[config.mk]
export PLATFORM = sky130hd
export DESIGN_NAME = pedal_speed_ramp_controller_unit
export DESIGN_NICKNAME = d
export VERILOG_FILES = /design/src/hw/rtl/psr_pkg.sv /design/src/hw/rtl/psr_cfg.sv /design/src/hw/rtl/psr_dp.sv /design/src/hw/rtl/psr_ctrl.sv /design/src/hw/rtl/pedal_speed_ramp_controller_unit.sv
export SDC_FILE = /design/constraint.sdc
export NUM_CORES = 2
export LEC_CHECK = 0
export ABC_CLOCK_PERIOD_IN_PS = 11200
export BUFFER_PORTS_ARGS = -buffer_cell sky130_fd_sc_hd__buf_4
export CAP_MARGIN = 20
export CORE_MARGIN = 2
export CORE_UTILIZATION = 57
export CTS_BUF_LIST = sky130_fd_sc_hd__clkbuf_16
export CTS_CLUSTER_DIAMETER = 100
export DETAILED_ROUTE_END_ITERATION = 6
export PLACE_DENSITY = 0.88
export SYNTH_ARGS = -nofsm -noshare
export SYNTH_HDL_FRONTEND = slang
export SYNTH_SLANG_ARGS = --single-unit
[constraint.sdc]
create_clock -name clk_i -period 11.2 [get_ports clk_i]
set_input_delay 0.56 -clock clk_i [delete_from_list [all_inputs] [get_ports clk_i]]
set_output_delay 0.56 -clock clk_i [all_outputs]
set_load 0.03 [all_outputs]
[src/hw/rtl/psr_pkg.sv]
// Shared types, widths and constants for the pedal speed ramp controller.
package psr_pkg;

  // Field widths
  localparam int unsigned RawW    = 10;
  localparam int unsigned SpeedW  = 24;
  localparam int unsigned GainW   = 24;
  localparam int unsigned ThrW    = 10;
  localparam int unsigned DzW     = 8;
  localparam int unsigned PotW    = 8;
  localparam int unsigned CfgIdxW = 3;
  localparam int unsigned CfgDatW = 24;

  // Datapath widths: shared multiplier operands, wide products and accumulator
  localparam int unsigned MulAW  = 24;
  localparam int unsigned MulBW  = 17;
  localparam int unsigned MulPW  = MulAW + MulBW;
  localparam int unsigned WideW  = 34;
  localparam int unsigned AccW   = 58;

  // Speed limits, Q8.16
  localparam logic [SpeedW-1:0] SpeedMax  = 24'hFF0000;
  localparam logic [SpeedW-1:0] SnapDelta = 24'd655;
  localparam logic [WideW-1:0]  DivConst  = 34'd1023;

  // Register defaults
  localparam logic [GainW-1:0] AccelGainRst  = 24'd279620;
  localparam logic [GainW-1:0] CoastGainRst  = 24'd559;
  localparam logic [GainW-1:0] BrakeGainRst  = 24'd55924;
  localparam logic [ThrW-1:0]  BrakeThrRst   = 10'd21;
  localparam logic [DzW-1:0]   DeadzoneLoRst = 8'd3;
  localparam logic [DzW-1:0]   DeadzoneHiRst = 8'd253;

  // Register indexes
  typedef enum logic [CfgIdxW-1:0] {
    CFG_ACCEL_GAIN      = 3'd0,
    CFG_COAST_GAIN      = 3'd1,
    CFG_BRAKE_GAIN      = 3'd2,
    CFG_BRAKE_THRESHOLD = 3'd3,
    CFG_DEADZONE_LOW    = 3'd4,
    CFG_DEADZONE_HIGH   = 3'd5
  } cfg_idx_e;

  // Controller states
  typedef enum logic [3:0] {
    ST_IDLE,
    ST_START,
    ST_DIV_A,
    ST_DIV_B,
    ST_DELTA,
    ST_MUL_K,
    ST_MUL_LO,
    ST_MUL_HI,
    ST_UPDATE,
    ST_OUT
  } state_e;

  // Datapath operations
  typedef enum logic [3:0] {
    OP_IDLE,
    OP_LOAD,
    OP_MUL_M,
    OP_DIV_A,
    OP_DIV_B,
    OP_DELTA,
    OP_MUL_K,
    OP_MUL_LO,
    OP_MUL_HI,
    OP_UPDATE,
    OP_OUT
  } op_e;

  typedef struct packed {
    op_e op;
  } psr_cmd_t;

  typedef struct packed {
    logic brake;
  } psr_status_t;

  typedef struct packed {
    logic [GainW-1:0] accel_gain;
    logic [GainW-1:0] coast_gain;
    logic [GainW-1:0] brake_gain;
    logic [ThrW-1:0]  brake_thr;
    logic [DzW-1:0]   dz_low;
    logic [DzW-1:0]   dz_high;
  } psr_cfg_t;

endpackage

[src/hw/rtl/psr_cfg.sv]
// Configuration register bank: gains, brake threshold and deadzones.
module psr_cfg (
  input  logic                         clk_i,
  input  logic                         rst_ni,
  input  logic                         cfg_valid_i,
  output logic                         cfg_ready_o,
  input  logic [psr_pkg::CfgIdxW-1:0]  cfg_index_i,
  input  logic [psr_pkg::CfgDatW-1:0]  cfg_data_i,
  output psr_pkg::psr_cfg_t            cfg_o
);

  psr_pkg::psr_cfg_t cfg_q, cfg_d;

  // Always ready: a write is registered straight into the bank
  assign cfg_ready_o = 1'b1;
  assign cfg_o       = cfg_q;

  // Decode the write; unknown indexes are dropped
  always_comb begin
    cfg_d = cfg_q;
    if (cfg_valid_i) begin
      unique case (psr_pkg::cfg_idx_e'(cfg_index_i))
        psr_pkg::CFG_ACCEL_GAIN:      cfg_d.accel_gain = cfg_data_i[psr_pkg::GainW-1:0];
        psr_pkg::CFG_COAST_GAIN:      cfg_d.coast_gain = cfg_data_i[psr_pkg::GainW-1:0];
        psr_pkg::CFG_BRAKE_GAIN:      cfg_d.brake_gain = cfg_data_i[psr_pkg::GainW-1:0];
        psr_pkg::CFG_BRAKE_THRESHOLD: cfg_d.brake_thr  = cfg_data_i[psr_pkg::ThrW-1:0];
        psr_pkg::CFG_DEADZONE_LOW:    cfg_d.dz_low     = cfg_data_i[psr_pkg::DzW-1:0];
        psr_pkg::CFG_DEADZONE_HIGH:   cfg_d.dz_high    = cfg_data_i[psr_pkg::DzW-1:0];
        default: ;
      endcase
    end
  end

  always_ff @(posedge clk_i or negedge rst_ni) begin
    if (!rst_ni) begin
      cfg_q.accel_gain <= psr_pkg::AccelGainRst;
      cfg_q.coast_gain <= psr_pkg::CoastGainRst;
      cfg_q.brake_gain <= psr_pkg::BrakeGainRst;
      cfg_q.brake_thr  <= psr_pkg::BrakeThrRst;
      cfg_q.dz_low     <= psr_pkg::DeadzoneLoRst;
      cfg_q.dz_high    <= psr_pkg::DeadzoneHiRst;
    end else begin
      cfg_q <= cfg_d;
    end
  end

endmodule

[src/hw/rtl/psr_dp.sv]
// Datapath: speed state, shared 24x17 multiplier, divide by 1023 and output mapping.
module psr_dp (
  input  logic                         clk_i,
  input  logic                         rst_ni,
  input  psr_pkg::psr_cmd_t            cmd_i,
  output psr_pkg::psr_status_t         status_o,
  input  psr_pkg::psr_cfg_t            cfg_i,
  input  logic [psr_pkg::RawW-1:0]     accel_raw_i,
  input  logic [psr_pkg::RawW-1:0]     brake_raw_i,
  input  logic [psr_pkg::RawW-1:0]     elapsed_ms_i,
  output logic [psr_pkg::PotW-1:0]     pot_value_o,
  output logic [psr_pkg::SpeedW-1:0]   speed_now_o
);

  localparam int unsigned SW = psr_pkg::SpeedW;
  localparam int unsigned WW = psr_pkg::WideW;

  // State and working registers
  logic [SW-1:0]               speed_q;
  logic [psr_pkg::RawW-1:0]    depth_b_q;
  logic [psr_pkg::RawW-1:0]    ms_q;
  logic                        brake_q, up_q, snap_q;
  logic [WW-1:0]               x_q;
  logic [SW-1:0]               q0_q;
  logic [SW-1:0]               div_q;
  logic [SW-1:0]               v_q;
  logic [WW-1:0]               k_q;
  logic [psr_pkg::AccW-1:0]    acc_q;
  logic [psr_pkg::PotW-1:0]    pot_q;
  logic [SW-1:0]               spd_out_q;

  // Load-time decode
  logic [psr_pkg::RawW-1:0] depth_a, depth_b;
  logic [17:0]              tgt255;
  logic [WW-1:0]            target_x;
  logic                     brake_now;

  assign depth_a   = ~accel_raw_i;
  assign depth_b   = ~brake_raw_i;
  assign tgt255    = {depth_a, 8'b0} - {8'b0, depth_a};
  assign target_x  = {tgt255, 16'b0};
  assign brake_now = (depth_b >= cfg_i.brake_thr) && (speed_q != '0);

  assign status_o.brake = brake_q;

  // Shared multiplier operand selection
  logic [psr_pkg::MulAW-1:0] mul_a;
  logic [psr_pkg::MulBW-1:0] mul_b;
  logic [psr_pkg::MulPW-1:0] mul_p;
  logic [psr_pkg::GainW-1:0] gain_sel;

  assign gain_sel = brake_q ? cfg_i.brake_gain : (up_q ? cfg_i.accel_gain : cfg_i.coast_gain);

  always_comb begin
    unique case (cmd_i.op)
      psr_pkg::OP_MUL_M: begin
        mul_a = speed_q;
        mul_b = {7'b0, depth_b_q};
      end
      psr_pkg::OP_MUL_K: begin
        mul_a = gain_sel;
        mul_b = {7'b0, ms_q};
      end
      psr_pkg::OP_MUL_LO: begin
        mul_a = v_q;
        mul_b = k_q[16:0];
      end
      psr_pkg::OP_MUL_HI: begin
        mul_a = v_q;
        mul_b = k_q[33:17];
      end
      default: begin
        mul_a = '0;
        mul_b = '0;
      end
    endcase
  end

  assign mul_p = {{psr_pkg::MulBW{1'b0}}, mul_a} * {{psr_pkg::MulAW{1'b0}}, mul_b};

  // Divide by 1023: series estimate, then one correction step
  logic [WW:0]   div_sum;
  logic [WW-1:0] q0_x1023, div_rem;
  logic          div_fix;
  logic [SW-1:0] div_res;

  assign div_sum  = {1'b0, x_q} + {11'b0, x_q[33:10]} + {21'b0, x_q[33:20]}
                  + {31'b0, x_q[33:30]};
  assign q0_x1023 = {q0_q, 10'b0} - {10'b0, q0_q};
  assign div_rem  = x_q - q0_x1023;
  assign div_fix  = div_rem >= psr_pkg::DivConst;
  assign div_res  = q0_q + {23'b0, div_fix};

  // Distance to target
  logic          up_now;
  logic [SW-1:0] diff;

  assign up_now = div_q > speed_q;
  assign diff   = up_now ? (div_q - speed_q) : (speed_q - div_q);

  // Speed update with saturation at both ends
  logic [WW-1:0] step;
  logic [SW-1:0] dec_res, inc_res, next_speed;
  logic [WW:0]   inc_sum;

  assign step    = acc_q[psr_pkg::AccW-1:24];
  assign dec_res = (step >= {10'b0, speed_q}) ? '0 : (speed_q - step[SW-1:0]);
  assign inc_sum = {11'b0, speed_q} + {1'b0, step};
  assign inc_res = (inc_sum > {11'b0, psr_pkg::SpeedMax}) ? psr_pkg::SpeedMax
                                                          : inc_sum[SW-1:0];

  always_comb begin
    priority if (brake_q) begin
      next_speed = dec_res;
    end else if (snap_q) begin
      next_speed = div_q;
    end else if (up_q) begin
      next_speed = inc_res;
    end else begin
      next_speed = dec_res;
    end
  end

  // Deadzone, round up and invert into the wiper byte
  logic [7:0]    whole;
  logic [SW:0]   ceil_sum;
  logic [8:0]    ceil_val;
  logic [7:0]    out_val;

  assign whole    = speed_q[23:16];
  assign ceil_sum = {1'b0, speed_q} + 25'h00FFFF;
  assign ceil_val = ceil_sum[SW:16];

  always_comb begin
    priority if (whole > cfg_i.dz_high ||
                 (whole == cfg_i.dz_high && speed_q[15:0] != 16'b0)) begin
      out_val = 8'hFF;
    end else if (speed_q < {cfg_i.dz_low, 16'b0}) begin
      out_val = 8'h00;
    end else if (ceil_val > 9'd255) begin
      out_val = 8'hFF;
    end else begin
      out_val = ceil_val[7:0];
    end
  end

  // Speed state
  always_ff @(posedge clk_i or negedge rst_ni) begin
    if (!rst_ni) begin
      speed_q <= '0;
    end else if (cmd_i.op == psr_pkg::OP_UPDATE) begin
      speed_q <= next_speed;
    end
  end

  // Working registers, advanced by the controller's commands
  always_ff @(posedge clk_i) begin
    unique case (cmd_i.op)
      psr_pkg::OP_LOAD: begin
        depth_b_q <= depth_b;
        ms_q      <= elapsed_ms_i;
        brake_q   <= brake_now;
        x_q       <= target_x;
      end
      psr_pkg::OP_MUL_M:  x_q  <= mul_p[WW-1:0];
      psr_pkg::OP_DIV_A:  q0_q <= div_sum[33:10];
      psr_pkg::OP_DIV_B: begin
        div_q <= div_res;
        if (brake_q) begin
          v_q <= div_res;
        end
      end
      psr_pkg::OP_DELTA: begin
        up_q   <= up_now;
        v_q    <= diff;
        snap_q <= diff <= psr_pkg::SnapDelta;
      end
      psr_pkg::OP_MUL_K:  k_q   <= mul_p[WW-1:0];
      psr_pkg::OP_MUL_LO: acc_q <= {17'b0, mul_p};
      psr_pkg::OP_MUL_HI: acc_q <= acc_q + {mul_p, 17'b0};
      psr_pkg::OP_OUT: begin
        pot_q     <= 8'hFF - out_val;
        spd_out_q <= speed_q;
      end
      default: ;
    endcase
  end

  assign pot_value_o = pot_q;
  assign speed_now_o = spd_out_q;

endmodule

[src/hw/rtl/psr_ctrl.sv]
// Controller: sequences the datapath per transaction and owns the handshakes.
module psr_ctrl (
  input  logic                  clk_i,
  input  logic                  rst_ni,
  input  logic                  in_valid_i,
  output logic                  in_stall_o,
  output logic                  out_valid_o,
  input  logic                  out_stall_i,
  input  psr_pkg::psr_status_t  status_i,
  output psr_pkg::psr_cmd_t     cmd_o
);

  psr_pkg::state_e state_q, state_d;
  logic            out_valid_q, out_valid_d;

  // Next state and datapath command
  always_comb begin
    state_d     = state_q;
    cmd_o.op    = psr_pkg::OP_IDLE;
    out_valid_d = out_valid_q;
    if (out_valid_q && !out_stall_i) begin
      out_valid_d = 1'b0;
    end
    unique case (state_q)
      psr_pkg::ST_IDLE: begin
        if (in_valid_i) begin
          cmd_o.op = psr_pkg::OP_LOAD;
          state_d  = psr_pkg::ST_START;
        end
      end
      psr_pkg::ST_START: begin
        if (status_i.brake) begin
          cmd_o.op = psr_pkg::OP_MUL_M;
          state_d  = psr_pkg::ST_DIV_A;
        end else begin
          cmd_o.op = psr_pkg::OP_DIV_A;
          state_d  = psr_pkg::ST_DIV_B;
        end
      end
      psr_pkg::ST_DIV_A: begin
        cmd_o.op = psr_pkg::OP_DIV_A;
        state_d  = psr_pkg::ST_DIV_B;
      end
      psr_pkg::ST_DIV_B: begin
        cmd_o.op = psr_pkg::OP_DIV_B;
        state_d  = status_i.brake ? psr_pkg::ST_MUL_K : psr_pkg::ST_DELTA;
      end
      psr_pkg::ST_DELTA: begin
        cmd_o.op = psr_pkg::OP_DELTA;
        state_d  = psr_pkg::ST_MUL_K;
      end
      psr_pkg::ST_MUL_K: begin
        cmd_o.op = psr_pkg::OP_MUL_K;
        state_d  = psr_pkg::ST_MUL_LO;
      end
      psr_pkg::ST_MUL_LO: begin
        cmd_o.op = psr_pkg::OP_MUL_LO;
        state_d  = psr_pkg::ST_MUL_HI;
      end
      psr_pkg::ST_MUL_HI: begin
        cmd_o.op = psr_pkg::OP_MUL_HI;
        state_d  = psr_pkg::ST_UPDATE;
      end
      psr_pkg::ST_UPDATE: begin
        cmd_o.op = psr_pkg::OP_UPDATE;
        state_d  = psr_pkg::ST_OUT;
      end
      psr_pkg::ST_OUT: begin
        // Hold until the output register is free
        if (!out_valid_q || !out_stall_i) begin
          cmd_o.op    = psr_pkg::OP_OUT;
          out_valid_d = 1'b1;
          state_d     = psr_pkg::ST_IDLE;
        end
      end
      default: state_d = psr_pkg::ST_IDLE;
    endcase
  end

  always_ff @(posedge clk_i or negedge rst_ni) begin
    if (!rst_ni) begin
      state_q     <= psr_pkg::ST_IDLE;
      out_valid_q <= 1'b0;
    end else begin
      state_q     <= state_d;
      out_valid_q <= out_valid_d;
    end
  end

  assign in_stall_o  = state_q != psr_pkg::ST_IDLE;
  assign out_valid_o = out_valid_q;

endmodule

[src/hw/rtl/pedal_speed_ramp_controller_unit.sv]
// Top level of the pedal speed ramp controller.
// The result is registered at the end of the controller's pass, which waits in ST_OUT
// until the output register has been emptied.
// A new transaction is taken only once the pass is back in idle; the pass runs through
// the two-step divide by 1023 and three to four uses of the shared 24x17 multiplier.
// Reset (asynchronous, active low): speed clears, registers take defaults, no result pending.
module pedal_speed_ramp_controller_unit (
  input  logic                         clk_i,
  input  logic                         rst_ni,
  input  logic                         in_valid_i,
  output logic                         in_stall_o,
  input  logic [psr_pkg::RawW-1:0]     accel_raw_i,
  input  logic [psr_pkg::RawW-1:0]     brake_raw_i,
  input  logic [psr_pkg::RawW-1:0]     elapsed_ms_i,
  output logic                         out_valid_o,
  input  logic                         out_stall_i,
  output logic [psr_pkg::PotW-1:0]     pot_value_o,
  output logic [psr_pkg::SpeedW-1:0]   speed_now_o,
  input  logic                         cfg_valid_i,
  output logic                         cfg_ready_o,
  input  logic [psr_pkg::CfgIdxW-1:0]  cfg_index_i,
  input  logic [psr_pkg::CfgDatW-1:0]  cfg_data_i
);

  psr_pkg::psr_cfg_t    cfg;
  psr_pkg::psr_cmd_t    cmd;
  psr_pkg::psr_status_t status;

  psr_cfg u_cfg (
    .clk_i       (clk_i),
    .rst_ni      (rst_ni),
    .cfg_valid_i (cfg_valid_i),
    .cfg_ready_o (cfg_ready_o),
    .cfg_index_i (cfg_index_i),
    .cfg_data_i  (cfg_data_i),
    .cfg_o       (cfg)
  );

  psr_ctrl u_ctrl (
    .clk_i       (clk_i),
    .rst_ni      (rst_ni),
    .in_valid_i  (in_valid_i),
    .in_stall_o  (in_stall_o),
    .out_valid_o (out_valid_o),
    .out_stall_i (out_stall_i),
    .status_i    (status),
    .cmd_o       (cmd)
  );

  psr_dp u_dp (
    .clk_i        (clk_i),
    .rst_ni       (rst_ni),
    .cmd_i        (cmd),
    .status_o     (status),
    .cfg_i        (cfg),
    .accel_raw_i  (accel_raw_i),
    .brake_raw_i  (brake_raw_i),
    .elapsed_ms_i (elapsed_ms_i),
    .pot_value_o  (pot_value_o),
    .speed_now_o  (speed_now_o)
  );

endmodule

==> results.json <==
{
  "yosysUniqueCellTypes": 83,
  "avgSynthCellArea_sq_um": 9.09,
  "min_period_ps": 10660,
  "synth_fa_ha_area_frac": 0.302,
  "final_hold_viol_count": 0,
  "detailedRoute.firstIterationViolations": 4951,
  "pre_cts_ws_ps": 639,
  "post_synth_and_or_nand_nor_area_fraction": 0.137,
  "clock.fmax_ghz": 0.0938,
  "r2r-start": "u_ctrl.state_q[1]",
  "status": "completed",
  "clockRootBuffer": "sky130_fd_sc_hd__clkbuf_16",
  "route.vias.total": 36000,
  "syn_area_sq_um": 41200,
  "maxSlewHeadroom": 0.188,
  "synthFlopType": "sky130_fd_sc_hd__edfxtp_1",
  "post_synth_mux_area_share": 0.0367,
  "number_of_buffers_inserted_during_clock_tree_synthesis": 44,
  "async_reset_ff_frac": 0.350,
  "skew_ps": 29.4,
  "globalRoute.totalOverflow": 0,
  "worstSkewPairLatency_ps": 620,
  "wl_mm": 142,
  "synth_area_leaders": "sky130_fd_sc_hd__fa_1 (18%), sky130_fd_sc_hd__edfxtp_1 (17%), sky130_fd_sc_hd__ha_1 (12%), sky130_fd_sc_hd__inv_1 (6.3%), sky130_fd_sc_hd__dfrtp_1 (5.8%)",
  "endpoint_kind": "flop",
  "synth.ff_latch_count": 363,
  "worst_ep_required_time_ps": 11560,
  "fillers": 5844,
  "synth.top_cell.area_share": 0.178,
  "synth.yosys.seq_area_share": 0.250,
  "max_cap_viol_count": 0,
  "portbufs": 95,
  "drive_above_1_share": 0.103,
  "ios": 97,
  "critPathArrivalTime_ps": 11010,
  "synth_nets": 5367,
  "ys.warnings.count": 0,
  "die_height_um": 273,
  "layout-area-overhead-vs-synth_pct": 9.31,
  "dieArea_sq_um": 74400,
  "gp_congestion": 1.05,
  "worst-setup-path-type": "reg -> reg",
  "clock-sinks": 363,
  "via_per_inst": 6.41,
  "worst-path-max-fanout": 55,
  "r2r_end": "u_dp.acc_q[57]",
  "wire_length_of_the_first_global_routing_pass_mm": 213,
  "route.antenna.remaining_nets": 0,
  "setup.worst_path.start_class": "flop",
  "crit_path_from": "u_ctrl.state_q[1]",
  "post_synth_xor_area_fraction": 0.0421,
  "rsz0062_at_grt": "false",
  "die_width_um": 273,
  "main_combinational_cell_family_by_area_after_synthesis": "adder cells",
  "synth_enable_flop_cells": 236,
  "critical_path.max_stage_delay_ps": 750,
  "worst-slew-pin-transition_ps": 1220,
  "initial_standard_cell_utilization_of_the_core": 0.576,
  "drt_pass1_iterations": 7,
  "avgRoutedWirePerCell_um": 25.3,
  "setup-tns-final_ps": 0,
  "yosysMostFrequentCell": "sky130_fd_sc_hd__inv_1",
  "reg2regPathDepth": 33,
  "timing.final.max_slew_violations": 0,
  "antenna_found_initial": 5,
  "crit_slowest_cell": "sky130_fd_sc_hd__a211oi_1",
  "synth_common_cells": "sky130_fd_sc_hd__inv_1 (691), sky130_fd_sc_hd__nand2_1 (461), sky130_fd_sc_hd__ha_1 (410)",
  "fin_ws_ps": 544,
  "setup.reg_to_reg.worst_slack_ps": 540,
  "tritoncts": "done",
  "clock_tree.htree_level_count": 2,
  "critical-path-top-cell-by-count": "sky130_fd_sc_hd__fa_1",
  "grt_pass1_vias": 34500,
  "clock_path_buffers": 3,
  "syn_inst": 4530,
  "setup_viol": 0,
  "synth_area_leader_cell": "sky130_fd_sc_hd__fa_1",
  "synth_compound_gate_area_share": 0.152,
  "hp-class": "in -> async",
  "design.final.nets": 5459,
  "finalCritPeriodShare": 0.951,
  "path_clk_slew_ps": 60,
  "pin_count_of_the_biggest_net_entering_global_routing": 74,
  "dp_hpwl_mm": 113,
  "drc_errors": 0,
  "core-area_sq_um": 71500,
  "grt_use_total": 0.380,
  "placementRows": 98
}
==> critical path, delay by kind of cell (launching register included) <==
family                     cells  cell delay [ps]
buffers and inverters          5              860
and+or+nand+nor                8             1570
DFF                            1              600
xor gates and xnor gates       1              160
AOI/OAI and AO/OA             11             3220
adders and majority gates      8             3920
==> state kept, by name (all words and copies together) (netlist names), 24 cells and up <==
signal	cells
u_cfg.cfg_o	98
u_dp.acc_q	41
u_dp.k_q	34
u_dp.x_q	34
u_dp.div_q	24
u_dp.q0_q	24
u_dp.speed_now_o	24
u_dp.speed_q	24
u_dp.v_q	24
==> how the worst max path moves through the flow <==
stage | end | slack, ps | depth (start not counted)
3_3_place_gp | u_dp.acc_q[57] | 950 | 33
4_1_cts | u_dp.acc_q[55] | 560 | 38
5_1_grt | u_dp.acc_q[55] | 8 | 35
3_5_place_dp | u_dp.acc_q[55] | 640 | 39
2_1_floorplan | u_dp.acc_q[55] | 680 | 38
6_report | u_dp.acc_q[57] | 540 | 33
==> cell type report <==
type	instances	area, sq um	share of cell area
clock buffer	45	1130	0.0250
multi-input combinational	3300	27700	0.615
inverter	693	2600	0.0578
antenna	6	15.0	0.000334
sequential	363	10300	0.229
clock inverter	36	375	0.00834
timing repair buffer	220	1710	0.0380
tap	950	1190	0.0264
==> through the flow <==
step           hold slack (ps)  instance area, sq um   util  cells
3_3_place_gp               487                 43400  0.607   5520
4_1_cts                   82.4                 44900  0.628   5601
2_1_floorplan              264                 41200      -   4530
6_report                  83.7                 45000  0.629   5613
5_1_grt                    122                 45000  0.629   5608
3_5_place_dp               494                 43400  0.607   5520
==> cells by family after synthesis <==
group | after synthesis
multiplexers | 139
AND/OR/NAND/NOR | 1233
XOR/XNOR | 197
AO/OA/AOI/OAI | 954
other | 1
flip-flops | 363
adder cells (fa/ha/maj) | 775
buffers and inverters | 868
==> what timing repair did <==
item,CTS,global route
hold buffers,0,0
buffers inserted,0,3
endpoints found under the setup margin,0,4
gates resized for setup,0,13
==> per-layer routing <==
metal	share of wire	global-route usage
met1	0.40	0.542
met2	0.42	0.555
met3	0.13	0.0964
met4	0.048	0.151
met5	0.00020	0
==> placed cells by master, fill, tap and decap left out, drive strengths merged, types with 18 or more instances in the layout <==
cell type  Yosys  layout
a211oi        27      27
a21o          86      86
a21oi        298     298
a221o         18      18
a221oi        39      39
a22oi         19      19
a31oi         27      27
and2          67      67
and3          21      21
buf           19     219
clkbuf       156      46
dfrtp         95      95
dfstp         32      32
edfxtp       236     236
fa           365     365
ha           410     410
inv          692     708
mux2          96      96
mux2i         43      43
nand2        462     462
nand2b        43      43
nand3         69      69
nand4         43      43
nor2         342     343
nor2b         35      35
nor3          55      55
nor4          20      20
o211ai        30      30
o21a          35      35
o21ai        174     174
o21bai        22      22
o22ai         20      20
o31ai         22      22
or2           20      20
or3           18      18
xnor2        144     144
xor2          53      53
Power is not shown: default switching activity piles up to over one toggle a cycle in this logic, so the estimate is an artifact.
